==> config.mk <==
export PLATFORM = sky130hd
export DESIGN_NAME = min_vruntime_task_scheduler_unit_flat
export DESIGN_NICKNAME = d
export VERILOG_FILES = /design/src/rtl/mvts_pkg.sv /design/src/rtl/mvts_if.sv /design/src/rtl/mvts_cell.sv /design/src/rtl/min_vruntime_task_scheduler_unit.sv /design/src/flat_wrapper.sv
export SDC_FILE = /design/constraint.sdc
export NUM_CORES = 2
export LEC_CHECK = 0
export ABC_CLOCK_PERIOD_IN_PS = 9600
export BUFFER_PORTS_ARGS = -buffer_cell sky130_fd_sc_hd__buf_2
export CORE_AREA = 2 2 514 516
export DETAILED_ROUTE_END_ITERATION = 12
export DIE_AREA = 0 0 516 518
export PLACE_DENSITY_LB_ADDON = 0.2
export SYNTH_ARGS = -nofsm -noshare
export SYNTH_HDL_FRONTEND = slang
export SYNTH_SLANG_ARGS = --single-unit
==> constraint.sdc <==
create_clock -name clk_i -period 9.6 [get_ports clk_i]
set_input_delay 0.96 -clock clk_i [delete_from_list [all_inputs] [get_ports clk_i]]
set_output_delay 0.96 -clock clk_i [all_outputs]
set_load 0.02 [all_outputs]
==> src/rtl/mvts_pkg.sv <==
// Shared types and constants for the minimum-vruntime task scheduler.
`timescale 1ns / 1ps
`default_nettype none
package mvts_pkg;

  localparam int MaxTasksDef = 16;
  localparam int IdW = 16;
  localparam int VrW = 48;
  localparam int WeightW = 16;
  localparam int ElapsedW = 16;
  localparam int ProdW = WeightW + ElapsedW;
  localparam int NiceIdxW = 3;
  localparam int StatusW = 2;
  localparam int CfgIdxW = 3;
  localparam int NumWeights = 5;
  localparam logic [WeightW-1:0] WeightReset = 16'd256;

  // Configuration register indexes.
  localparam logic [CfgIdxW-1:0] RegWeightM2 = 3'd0;
  localparam logic [CfgIdxW-1:0] RegWeightM1 = 3'd1;
  localparam logic [CfgIdxW-1:0] RegWeightZ0 = 3'd2;
  localparam logic [CfgIdxW-1:0] RegWeightP1 = 3'd3;
  localparam logic [CfgIdxW-1:0] RegWeightP2 = 3'd4;

  // Result status codes.
  localparam logic [StatusW-1:0] StatusOk    = 2'd0;
  localparam logic [StatusW-1:0] StatusFull  = 2'd1;
  localparam logic [StatusW-1:0] StatusEmpty = 2'd2;

  // Operation codes.
  localparam logic OpAdd  = 1'b0;
  localparam logic OpTick = 1'b1;

  // One table entry; the nice level is held as a weight index from 0 to 4.
  typedef struct packed {
    logic [IdW-1:0]      id;
    logic [NiceIdxW-1:0] nice;
    logic [VrW-1:0]      vr;
  } entry_t;

  // Per-cell controls for one cycle.
  typedef struct packed {
    logic wr;
    logic pair_left;
    logic pair_right;
  } cell_ctrl_t;

endpackage
`default_nettype wire

==> src/rtl/mvts_if.sv <==
// Input and output channel interfaces of the scheduler.
`timescale 1ns / 1ps
`default_nettype none
interface mvts_in_if;
  logic              valid;
  logic              ready;
  logic              operation;
  logic [15:0]       task_id;
  logic signed [2:0] nice_level;
  logic [15:0]       elapsed_time;

  modport source (output valid, operation, task_id, nice_level, elapsed_time,
                  input ready);
  modport sink (input valid, operation, task_id, nice_level, elapsed_time,
                output ready);
endinterface

interface mvts_out_if #(
  parameter int CountW = 5
);
  logic              valid;
  logic              ready;
  logic [1:0]        status;
  logic [15:0]       next_task_id;
  logic [47:0]       next_vruntime;
  logic [CountW-1:0] task_count;

  modport source (output valid, status, next_task_id, next_vruntime, task_count,
                  input ready);
  modport sink (input valid, status, next_task_id, next_vruntime, task_count,
                output ready);
endinterface
`default_nettype wire

==> src/rtl/mvts_cell.sv <==
// One table cell: holds an entry and compares-and-swaps with a neighbour.
`timescale 1ns / 1ps
`default_nettype none
module mvts_cell (
  input  wire                       clk_i,
  input  wire mvts_pkg::cell_ctrl_t ctrl_i,
  input  wire mvts_pkg::entry_t     wr_data_i,
  input  wire mvts_pkg::entry_t     left_i,
  input  wire mvts_pkg::entry_t     right_i,
  output mvts_pkg::entry_t          entry_o
);
  import mvts_pkg::*;

  entry_t entry_q;
  entry_t entry_d;

  // Swaps only on a strict order violation, so equal runtimes keep their order.
  always_comb begin
    entry_d = entry_q;
    if (ctrl_i.wr) begin
      entry_d = wr_data_i;
    end else if (ctrl_i.pair_right && (entry_q.vr > right_i.vr)) begin
      entry_d = right_i;
    end else if (ctrl_i.pair_left && (left_i.vr > entry_q.vr)) begin
      entry_d = left_i;
    end
  end

  always_ff @(posedge clk_i) begin
    entry_q <= entry_d;
  end

  assign entry_o = entry_q;

endmodule
`default_nettype wire

==> src/rtl/min_vruntime_task_scheduler_unit.sv <==
// Top level of the minimum-vruntime task scheduler.
//
// Words arrive on in_ch: an add places a task at the tail of the table with
// zero virtual runtime, a tick charges the head task elapsed_time times the
// weight of its nice level and then re-sorts the table. Every word yields
// one result word on out_ch carrying the status, the head task and the count.
// An add writes the tail cell as it is accepted and then loads the output
// register. A tick runs the multiply, the saturating add into the head cell,
// MaxTasks odd-even transposition phases along the row of cells, and the
// load of the output register. One word is worked on at a time; the next is
// accepted once the result is in the output register. The user must write
// the weights through the cfg port while the block is idle; the block does
// not enforce this. Reset empties the table and returns all weights to 1.0
// (Q8.8). If the receiver stalls, the result is held and the next word may be
// accepted, but its result waits until the held one has been taken.
`timescale 1ns / 1ps
`default_nettype none
module min_vruntime_task_scheduler_unit #(
  parameter int MaxTasks = mvts_pkg::MaxTasksDef
) (
  input  wire                             clk_i,
  input  wire                             rst_ni,
  input  wire                             cfg_we_i,
  input  wire [mvts_pkg::CfgIdxW-1:0]     cfg_index_i,
  input  wire [mvts_pkg::WeightW-1:0]     cfg_data_i,
  mvts_in_if.sink                         in_ch,
  mvts_out_if.source                      out_ch
);
  import mvts_pkg::*;

  localparam int CountW = $clog2(MaxTasks + 1);
  localparam int PhaseW = $clog2(MaxTasks);
  localparam logic [CountW-1:0] CountFull = CountW'(MaxTasks);
  localparam logic [PhaseW-1:0] PhaseLast = PhaseW'(MaxTasks - 1);

  localparam logic [2:0] StIdle = 3'd0;
  localparam logic [2:0] StAdd  = 3'd1;
  localparam logic [2:0] StSort = 3'd2;
  localparam logic [2:0] StDone = 3'd3;

  logic [2:0]          state_q, state_d;
  logic [CountW-1:0]   count_q, count_d;
  logic [PhaseW-1:0]   phase_q, phase_d;
  logic [StatusW-1:0]  status_q, status_d;
  logic [ProdW-1:0]    prod_q;
  logic [WeightW-1:0]  weight_q [NumWeights];
  logic                out_valid_q;

  entry_t              cell_data [MaxTasks];
  entry_t              wr_entry;
  entry_t              head;
  logic [WeightW-1:0]  head_weight;
  logic [VrW:0]        vr_sum;
  logic [NiceIdxW-1:0] nice_idx;
  logic                accept;
  logic                add_wr;
  logic                out_load;

  assign head = cell_data[0];
  assign in_ch.ready = (state_q == StIdle);
  assign accept = in_ch.valid && (state_q == StIdle);
  assign add_wr = accept && (in_ch.operation == OpAdd) && (count_q != CountFull);
  assign out_load = (state_q == StDone) && (!out_valid_q || out_ch.ready);

  // Out-of-range nice levels clamp to the nearest end.
  always_comb begin
    if (in_ch.nice_level < -3'sd2) begin
      nice_idx = 3'd0;
    end else if (in_ch.nice_level > 3'sd2) begin
      nice_idx = 3'd4;
    end else begin
      nice_idx = 3'(in_ch.nice_level + 3'sd2);
    end
  end

  always_comb begin
    case (head.nice)
      3'd0:    head_weight = weight_q[0];
      3'd1:    head_weight = weight_q[1];
      3'd2:    head_weight = weight_q[2];
      3'd3:    head_weight = weight_q[3];
      3'd4:    head_weight = weight_q[4];
      default: head_weight = '0;
    endcase
  end

  assign vr_sum = {1'b0, head.vr} + (VrW + 1)'(prod_q);

  always_comb begin
    wr_entry = '0;
    if (state_q == StAdd) begin
      wr_entry = head;
      wr_entry.vr = vr_sum[VrW] ? {VrW{1'b1}} : vr_sum[VrW-1:0];
    end else begin
      wr_entry.id = in_ch.task_id;
      wr_entry.nice = nice_idx;
    end
  end

  always_comb begin
    state_d = state_q;
    count_d = count_q;
    phase_d = phase_q;
    status_d = status_q;
    unique case (state_q)
      StIdle: begin
        if (accept) begin
          state_d = StDone;
          status_d = StatusOk;
          if (in_ch.operation == OpAdd) begin
            if (count_q == CountFull) begin
              status_d = StatusFull;
            end else begin
              count_d = count_q + CountW'(1);
            end
          end else if (count_q == '0) begin
            status_d = StatusEmpty;
          end else begin
            state_d = StAdd;
          end
        end
      end
      StAdd: begin
        state_d = StSort;
        phase_d = '0;
      end
      StSort: begin
        phase_d = phase_q + PhaseW'(1);
        if (phase_q == PhaseLast) begin
          state_d = StDone;
        end
      end
      StDone: begin
        if (out_load) begin
          state_d = StIdle;
        end
      end
      default: state_d = StIdle;
    endcase
  end

  always_ff @(posedge clk_i or negedge rst_ni) begin
    if (!rst_ni) begin
      state_q <= StIdle;
      count_q <= '0;
      phase_q <= '0;
      status_q <= StatusOk;
    end else begin
      state_q <= state_d;
      count_q <= count_d;
      phase_q <= phase_d;
      status_q <= status_d;
    end
  end

  always_ff @(posedge clk_i) begin
    if (accept) begin
      prod_q <= ProdW'(in_ch.elapsed_time) * ProdW'(head_weight);
    end
  end

  always_ff @(posedge clk_i or negedge rst_ni) begin
    if (!rst_ni) begin
      for (int k = 0; k < NumWeights; k++) begin
        weight_q[k] <= WeightReset;
      end
    end else if (cfg_we_i) begin
      unique case (cfg_index_i)
        RegWeightM2: weight_q[0] <= cfg_data_i;
        RegWeightM1: weight_q[1] <= cfg_data_i;
        RegWeightZ0: weight_q[2] <= cfg_data_i;
        RegWeightP1: weight_q[3] <= cfg_data_i;
        RegWeightP2: weight_q[4] <= cfg_data_i;
        default: ;
      endcase
    end
  end

  for (genvar i = 0; i < MaxTasks; i++) begin : g_cell
    localparam logic [CountW-1:0] Idx = CountW'(i);
    localparam logic [CountW-1:0] IdxNext = CountW'(i + 1);
    localparam logic Par = (i % 2) == 1;
    cell_ctrl_t ctrl;
    entry_t     left_data;
    entry_t     right_data;

    assign ctrl.wr = (add_wr && (count_q == Idx)) || ((state_q == StAdd) && (i == 0));
    assign ctrl.pair_right = (state_q == StSort) && (phase_q[0] == Par) && (IdxNext < count_q)
                             && (i < MaxTasks - 1);
    assign ctrl.pair_left = (state_q == StSort) && (i > 0) && (phase_q[0] != Par)
                            && (Idx < count_q);

    if (i == 0) begin : g_left_edge
      assign left_data = '0;
    end else begin : g_left
      assign left_data = cell_data[i-1];
    end
    if (i == MaxTasks - 1) begin : g_right_edge
      assign right_data = '0;
    end else begin : g_right
      assign right_data = cell_data[i+1];
    end

    mvts_cell u_cell (
      .clk_i     (clk_i),
      .ctrl_i    (ctrl),
      .wr_data_i (wr_entry),
      .left_i    (left_data),
      .right_i   (right_data),
      .entry_o   (cell_data[i])
    );
  end

  always_ff @(posedge clk_i or negedge rst_ni) begin
    if (!rst_ni) begin
      out_valid_q <= 1'b0;
    end else if (out_load) begin
      out_valid_q <= 1'b1;
    end else if (out_ch.ready) begin
      out_valid_q <= 1'b0;
    end
  end

  always_ff @(posedge clk_i) begin
    if (out_load) begin
      out_ch.status <= status_q;
      out_ch.task_count <= count_q;
      if (count_q == '0) begin
        out_ch.next_task_id <= '0;
        out_ch.next_vruntime <= '0;
      end else begin
        out_ch.next_task_id <= head.id;
        out_ch.next_vruntime <= head.vr;
      end
    end
  end

  assign out_ch.valid = out_valid_q;

endmodule
`default_nettype wire

==> src/flat_wrapper.sv <==
// flat-port wrapper written by rule: the top's interface ports become plain ports
module min_vruntime_task_scheduler_unit_flat import mvts_pkg::*;
#(
  parameter int MaxTasks = mvts_pkg::MaxTasksDef
)
  (clk_i, rst_ni, cfg_we_i, cfg_index_i, cfg_data_i, in_ch_valid, in_ch_operation, in_ch_task_id, in_ch_nice_level, in_ch_elapsed_time, in_ch_ready, out_ch_valid, out_ch_status, out_ch_next_task_id, out_ch_next_vruntime, out_ch_task_count, out_ch_ready);
  mvts_in_if in_ch_i ();
  mvts_out_if #(.CountW(($clog2(MaxTasks + 1)))) out_ch_i ();
  input  wire clk_i;
  input  wire rst_ni;
  input  wire cfg_we_i;
  input  wire [mvts_pkg::CfgIdxW-1:0] cfg_index_i;
  input  wire [mvts_pkg::WeightW-1:0] cfg_data_i;
  input wire logic [$bits(in_ch_i.valid)-1:0] in_ch_valid;
  input wire logic [$bits(in_ch_i.operation)-1:0] in_ch_operation;
  input wire logic [$bits(in_ch_i.task_id)-1:0] in_ch_task_id;
  input wire logic [$bits(in_ch_i.nice_level)-1:0] in_ch_nice_level;
  input wire logic [$bits(in_ch_i.elapsed_time)-1:0] in_ch_elapsed_time;
  output wire logic [$bits(in_ch_i.ready)-1:0] in_ch_ready;
  output wire logic [$bits(out_ch_i.valid)-1:0] out_ch_valid;
  output wire logic [$bits(out_ch_i.status)-1:0] out_ch_status;
  output wire logic [$bits(out_ch_i.next_task_id)-1:0] out_ch_next_task_id;
  output wire logic [$bits(out_ch_i.next_vruntime)-1:0] out_ch_next_vruntime;
  output wire logic [$bits(out_ch_i.task_count)-1:0] out_ch_task_count;
  input wire logic [$bits(out_ch_i.ready)-1:0] out_ch_ready;
  assign in_ch_i.valid = in_ch_valid;
  assign in_ch_i.operation = in_ch_operation;
  assign in_ch_i.task_id = in_ch_task_id;
  assign in_ch_i.nice_level = in_ch_nice_level;
  assign in_ch_i.elapsed_time = in_ch_elapsed_time;
  assign in_ch_ready = in_ch_i.ready;
  assign out_ch_valid = out_ch_i.valid;
  assign out_ch_status = out_ch_i.status;
  assign out_ch_next_task_id = out_ch_i.next_task_id;
  assign out_ch_next_vruntime = out_ch_i.next_vruntime;
  assign out_ch_task_count = out_ch_i.task_count;
  assign out_ch_i.ready = out_ch_ready;
  min_vruntime_task_scheduler_unit #(.MaxTasks(MaxTasks)) u_core (.clk_i(clk_i), .rst_ni(rst_ni), .cfg_we_i(cfg_we_i), .cfg_index_i(cfg_index_i), .cfg_data_i(cfg_data_i), .in_ch(in_ch_i), .out_ch(out_ch_i));
endmodule
## Word level (Yosys, flattened, before mapping)

Cells that the tools add are included.

- Add/sub/neg operators: 4
- $mul: 1
- $lt $le $gt $ge: 32
- Equal/unequal tests: 32
- Muxes and demuxes: 64
- Bitwise logic cells: 3
- Reductions and logical operators: 85

Operator list:

| kind | number |
|---|---|
| 67-bit two-way mux | 46 |
| 48-bit > comparator | 15 |
| 48-bit two-way mux | 2 |
| 16-bit one-hot mux with 5 select lines | 1 |
| 1-bit logical AND | 52 |
| 48-bit by 32-bit adder with 49-bit output | 1 |
| 3-bit nonzero test | 14 |
| 5-bit by 4-bit equality test with 1-bit output, second input constant | 8 |
| 4-bit by 5-bit < comparator with 1-bit output, first input constant | 8 |
| 16-bit by 16-bit multiplier with 32-bit output | 1 |
| 5-bit by 3-bit equality test with 1-bit output, second input constant | 4 |
| 3-bit by 5-bit < comparator with 1-bit output, first input constant | 4 |
| 19-bit two-way mux | 1 |
| 3-bit by 2-bit equality test with 1-bit output, second input constant | 6 |
| 3-bit two-way mux | 5 |
| 3-bit one-hot mux with 4 select lines | 1 |
| 2-bit AND reduction | 6 |
| 5-bit by 2-bit equality test with 1-bit output, second input constant | 2 |
| 2-bit by 5-bit < comparator with 1-bit output, first input constant | 2 |
| 3-bit by 1-bit equality test with 1-bit output, second input constant | 3 |
| 3-bit zero test | 3 |
| 2-bit two-way mux | 4 |
| 4-bit one-hot mux with 2 select lines | 1 |
| 2-bit nonzero test | 4 |
| other kinds (19) | 27 |

- Register bits: 1,270
- Input port bits: 60
- Logic and storage cells: 284

## Longest topological paths before layout

- Depth after elaboration: 7
- Mapped depth: 29
- Mapped depth without buffers: 26

## Hierarchy

From an unflattened synthesis, not the netlist that was laid out.

- Cells, all modules: 13,255
- Area, all modules: 120,244.1 µm²

Modules (own cells, without submodules):

| module | instances | cells each | area each (µm²) |
|---|---|---|---|
| mvts_cell at u_core.g_cell[0].u_cell ... | 15 | 718 | 6,342.3 |
| min_vruntime_task_scheduler_unit | 1 | 1,926 | 18,966.9 |
| mvts_cell at u_core.g_cell[14].u_cell | 1 | 559 | 6,142.1 |

## Worst setup path after synthesis

No wires, ideal clock.

- Kind: flip-flop to flip-flop
- Start: register u_core.g_cell[0].u_cell.entry_q, in the netlist u_core.g_cell[0].u_cell.entry_o[49]
- End: register u_core.prod_q[31] (data pin)
- Arrival: 7.220 ns
- Path slack: 2.120 ns
- Cell stages (with the launch flop): 26
- Clock period less this slack: 7.480 ns
- Cells stage by stage: edfxtp_1 -> buf_1 -> buf_1 -> mux2i_1 -> o21ai_0 -> a221o_1 -> clkbuf_1 -> nand2_1 -> fa_1 -> inv_1 -> fa_1 -> fa_1 -> fa_1 -> fa_1 -> inv_1 -> fa_1 -> inv_1 -> ha_1 -> a21o_1 -> a211oi_1 -> o21a_1 -> a31oi_1 -> a311oi_1 -> o211ai_1 -> a21oi_1 -> xnor2_1

- Cells in the longest elaborated chain, start to end: 3

RTL lines:

| item | RTL line | RTL |
|---|---|---|
| from (decl) | mvts_cell.sv:14 | `entry_t entry_q;` |
| from (signal assigned) | mvts_cell.sv:30 | `entry_q <= entry_d;` |
| 3-bit equality test, or another cell as far along | min_vruntime_task_scheduler_unit.sv:77 | `case (head.nice)` |
| 16-bit one-hot mux with 5 select lines (*) | min_vruntime_task_scheduler_unit.sv:77 |  |
| 16-bit by 16-bit multiplier with 32-bit output (*) | min_vruntime_task_scheduler_unit.sv:158 | `prod_q <= ProdW'(in_ch.elapsed_time) * ProdW'(head_weight);` |
| to (signal assigned) | min_vruntime_task_scheduler_unit.sv:158 |  |
| to (decl) | min_vruntime_task_scheduler_unit.sv:45 | `logic [ProdW-1:0] prod_q;` |

Every way passes the cells marked *; elsewhere a longest branch is shown, timed or not.
A chain may end at the register's enable or synchronous reset.

## Final worst setup path

- Start: register u_core.g_cell[0].u_cell.entry_q, in the netlist u_core.g_cell[0].u_cell.entry_o[49]
- End: register u_core.prod_q[30] (data pin)

Same word-level chain as after synthesis.

==> impl_metrics.json <==
{
  "grt_start_max_net_pins": 105,
  "yosysMostFrequentCell": "edfxtp_1",
  "synth_seq_cells": 1269,
  "drt-total-wl_um": 295000,
  "area_growth_pct": 10.3,
  "ctsHtreeMaxLevel": 4,
  "synth_cell_types": 91,
  "cp_max_fo": 16,
  "cts_setup_buffers": 0,
  "crit_top_cell": "fa_1",
  "antenna_found_initial": 22,
  "root_buffer": "clkbuf_16",
  "critPathMaxStageDelay_ns": 0.73,
  "syn_inst": 8820,
  "fp.dieArea_um2": 267000,
  "synth-warning-count": 0,
  "clk_path_buf_depth": 3,
  "finalSetupViolations": 0,
  "synth_top_area_cell": "edfxtp_1",
  "drc": 0,
  "num_rows": 188,
  "avgSynthCellArea_um2": 10.3,
  "clock-sinks": 1269,
  "end_kind": "flop",
  "synth_top_area_frac": 0.387,
  "cts.reportedPaths.clkPinSlew_ns": 0.06,
  "power_mw": 39.3,
  "seq_area_frac_synth": 0.413,
  "hold_viol": 0,
  "fin_area_um2": 101000,
  "drt-vias-per-instance": 5.51,
  "hold_buffers": 0,
  "power.density_nw_per_um2": 391,
  "synth_edf_count": 1175,
  "maxSlewHeadroom": 0.137,
  "drive_gt1_frac": 0.0833,
  "post-route-period-util": 0.875,
  "status": "finished, final reports clean",
  "synth.top_cells.by_count": "edfxtp_1 (1,175), nand2_1 (1,035), mux2i_1 (1,023)",
  "synthesis.area_um2": 91100,
  "start_util": 0.348,
  "drv_cap": 0,
  "cts_tree": "yes",
  "dpl_cell_area_um2": 95600,
  "port_buffers": 132,
  "crit_buf_inv": 5,
  "critical_path.cell_chain": "buf_4 -> mux2i_1 -> o21ai_0 -> a221o_1 -> and2_1 -> fa_1 -> inv_1 -> fa_1 -> inv_1 -> fa_1 -> fa_1 -> fa_1 -> inv_1 -> fa_1 -> inv_1 -> ha_1 -> nand2_1 -> or3_1 -> nand2b_1 -> o311ai_0 -> a31oi_1 -> o31a_1 -> o211a_1 -> xnor2_1",
  "synth_ff_type": "edfxtp_1",
  "fin_util": 0.384,
  "drt_iter0_markers": 5474,
  "worst_slew_pin_slew_ns": 1.29,
  "hold_path_class": "in2async",
  "filler_cell_count": 25800,
  "wl_per_cell_um": 23.8,
  "worstPathRequired_ns": 10.16,
  "drt_pass1_iterations": 6,
  "vdd_drop_max_mv": 1.49,
  "cts_resized": 0,
  "final_net_count": 9889,
  "die_w_um": 516,
  "cts_buffers": 155,
  "rsz0062_at_grt": "false",
  "ant_nets": 0,
  "core_um2": 262000,
  "finalSetupTns_ns": 0,
  "grt_overflow": 0,
  "critPathLaunchType": "flop",
  "cellLeakagePower_nw": 41.5,
  "synth_fp_nets": 9939,
  "crit_family": "adder cells",
  "wl_met3_um": 14800,
  "worstSetupPathType": "reg2reg",
  "post-route-min-period_ns": 8.40,
  "chipHeight_um": 518,
  "vias": 68500,
  "clock_latency_ns": 0.85,
  "grt_pass1_wl_um": 442000,
  "async_reset_ff_frac": 0.0741,
  "slowest_stage": "edfxtp_1",
  "cp_data_arrival_time_ns": 8.96,
  "dp_hpwl_um": 226000,
  "skew_ns": 0.0510,
  "slew_violations": 0,
  "ios": 133,
  "routedLengthMet1_um": 132000,
  "grt.total_usage": 0.216,
  "gp_congestion": 0.896,
  "top_layer": "met4",
  "fmax_mhz": 119,
  "route.met2.wl_um": 138000,
  "grt_pass1_vias": 68800,
  "synthTopCellsByArea": "edfxtp_1 (39%), ha_1 (12%), mux2i_1 (11%), fa_1 (4.3%), nand2_1 (4.3%)"
}
[cell type report]
class                      count  area (um^2)  area share
sequential                  1269        37600       0.375
antenna                        8         20.0    0.000199
multi-input combinational   6092        48200       0.480
clock inverter                72          682     0.00678
tap                         3515         4400      0.0438
inverter                     995         3730      0.0372
clock buffer                 210         4170      0.0415
timing repair buffer         257         1640      0.0163
[cells by family after synthesis]
family | Yosys count | synth area share
flops | 1269 | 0.413
fa+ha+maj | 1059 | 0.161
compound gates | 1657 | 0.117
mux | 1141 | 0.127
simple gates | 2174 | 0.112
xor+xnor | 61 | 0.00586
buf+inv | 1459 | 0.0631
[where the power goes]
| group | internal [mW] | total (mW) | leakage (nW) | switching, mW |
|---|---|---|---|---|
| sequential | 8.27 | 9.42 | 11.8 | 1.15 |
| clock | 3.21 | 5.76 | 2.35 | 2.56 |
| combinational | 8.90 | 24.2 | 27.4 | 15.3 |
[final timing paths]
path | cells after the start | to | from | slack [ns]
worst max-delay path | 24 | u_core.prod_q[30] | u_core.g_cell[0].u_cell.entry_o[49] | 1.20
worst min-delay path | 1 | u_core.weight_q[67] | rst_ni | 0.08
worst max register to register | 24 | u_core.prod_q[30] | u_core.g_cell[0].u_cell.entry_o[49] | 1.20
worst min register to register | 0 | u_core.out_ch.status[0] | u_core.status_q[0] | 0.48
max in group asynchronous | 2 | u_core.count_q[3] | rst_ni | 8.23
min in group clk_i | 4 | u_core.out_ch.valid | out_ch_ready | 0.42
[per-layer routing]
| layer | track usage | up-vias |
|---|---|---|
| met5 | 0 | - |
| met4 | 0.0731 | 0 |
| met1 | 0.292 | 34100 |
| li1 | - | 31900 |
| met2 | 0.356 | 1993 |
| met3 | 0.0261 | 428 |
[per-stage QoR]
stage	cells	hold slack, ns	worst slack, ns
floorplan	8820	0.423	2.12
global placement	12100	0.438	1.27
global route	12400	0.0658	0.832
finish	12400	0.0784	1.20
CTS	12400	0.0221	1.17
detailed placement	12100	0.448	1.26
[state kept, by name, summed over array words and instances (netlist names)]
| name | count |
|---|---|
| u_core.count_q | 5 |
| u_core.g_cell.u_cell.entry_o | 1072 |
| u_core.out_ch.next_task_id | 16 |
| u_core.out_ch.next_vruntime | 48 |
| u_core.out_ch.status | 2 |
| u_core.out_ch.task_count | 5 |
| u_core.out_ch.valid | 1 |
| u_core.phase_q | 4 |
| u_core.prod_q | 32 |
| u_core.state_q | 2 |
| u_core.status_q | 2 |
| u_core.weight_q | 80 |
[cells in the final DEF, fill, tap and decap left out, types with 22 or more instances in the layout]
| cell type | count |
|---|---|
| fa_1 | 195 |
| or3_1 | 45 |
| and4_1 | 25 |
| buf_2 | 131 |
| o211ai_1 | 126 |
| nand4_1 | 149 |
| and3_1 | 23 |
| buf_4 | 123 |
| o21ai_4 | 26 |
| ha_1 | 863 |
| inv_1 | 993 |
| and2_1 | 176 |
| nor2b_1 | 22 |
| a221o_1 | 22 |
| a211oi_1 | 39 |
| a221oi_1 | 128 |
| mux2_2 | 117 |
| dfrtp_1 | 89 |
| o221ai_1 | 22 |
| o21ai_0 | 501 |
| mux2i_1 | 1023 |
| o22ai_1 | 105 |
| a21o_1 | 86 |
| nor4_1 | 38 |
| nand2_1 | 1017 |
| nand3_1 | 269 |
| nor3_1 | 86 |
| nor2_1 | 182 |
| clkbuf_16 | 157 |
| xnor2_1 | 40 |
| edfxtp_1 | 1175 |
| clkbuf_1 | 49 |
| clkinv_1 | 30 |
| a21oi_1 | 399 |
Power figures use the tool's default switching activity.
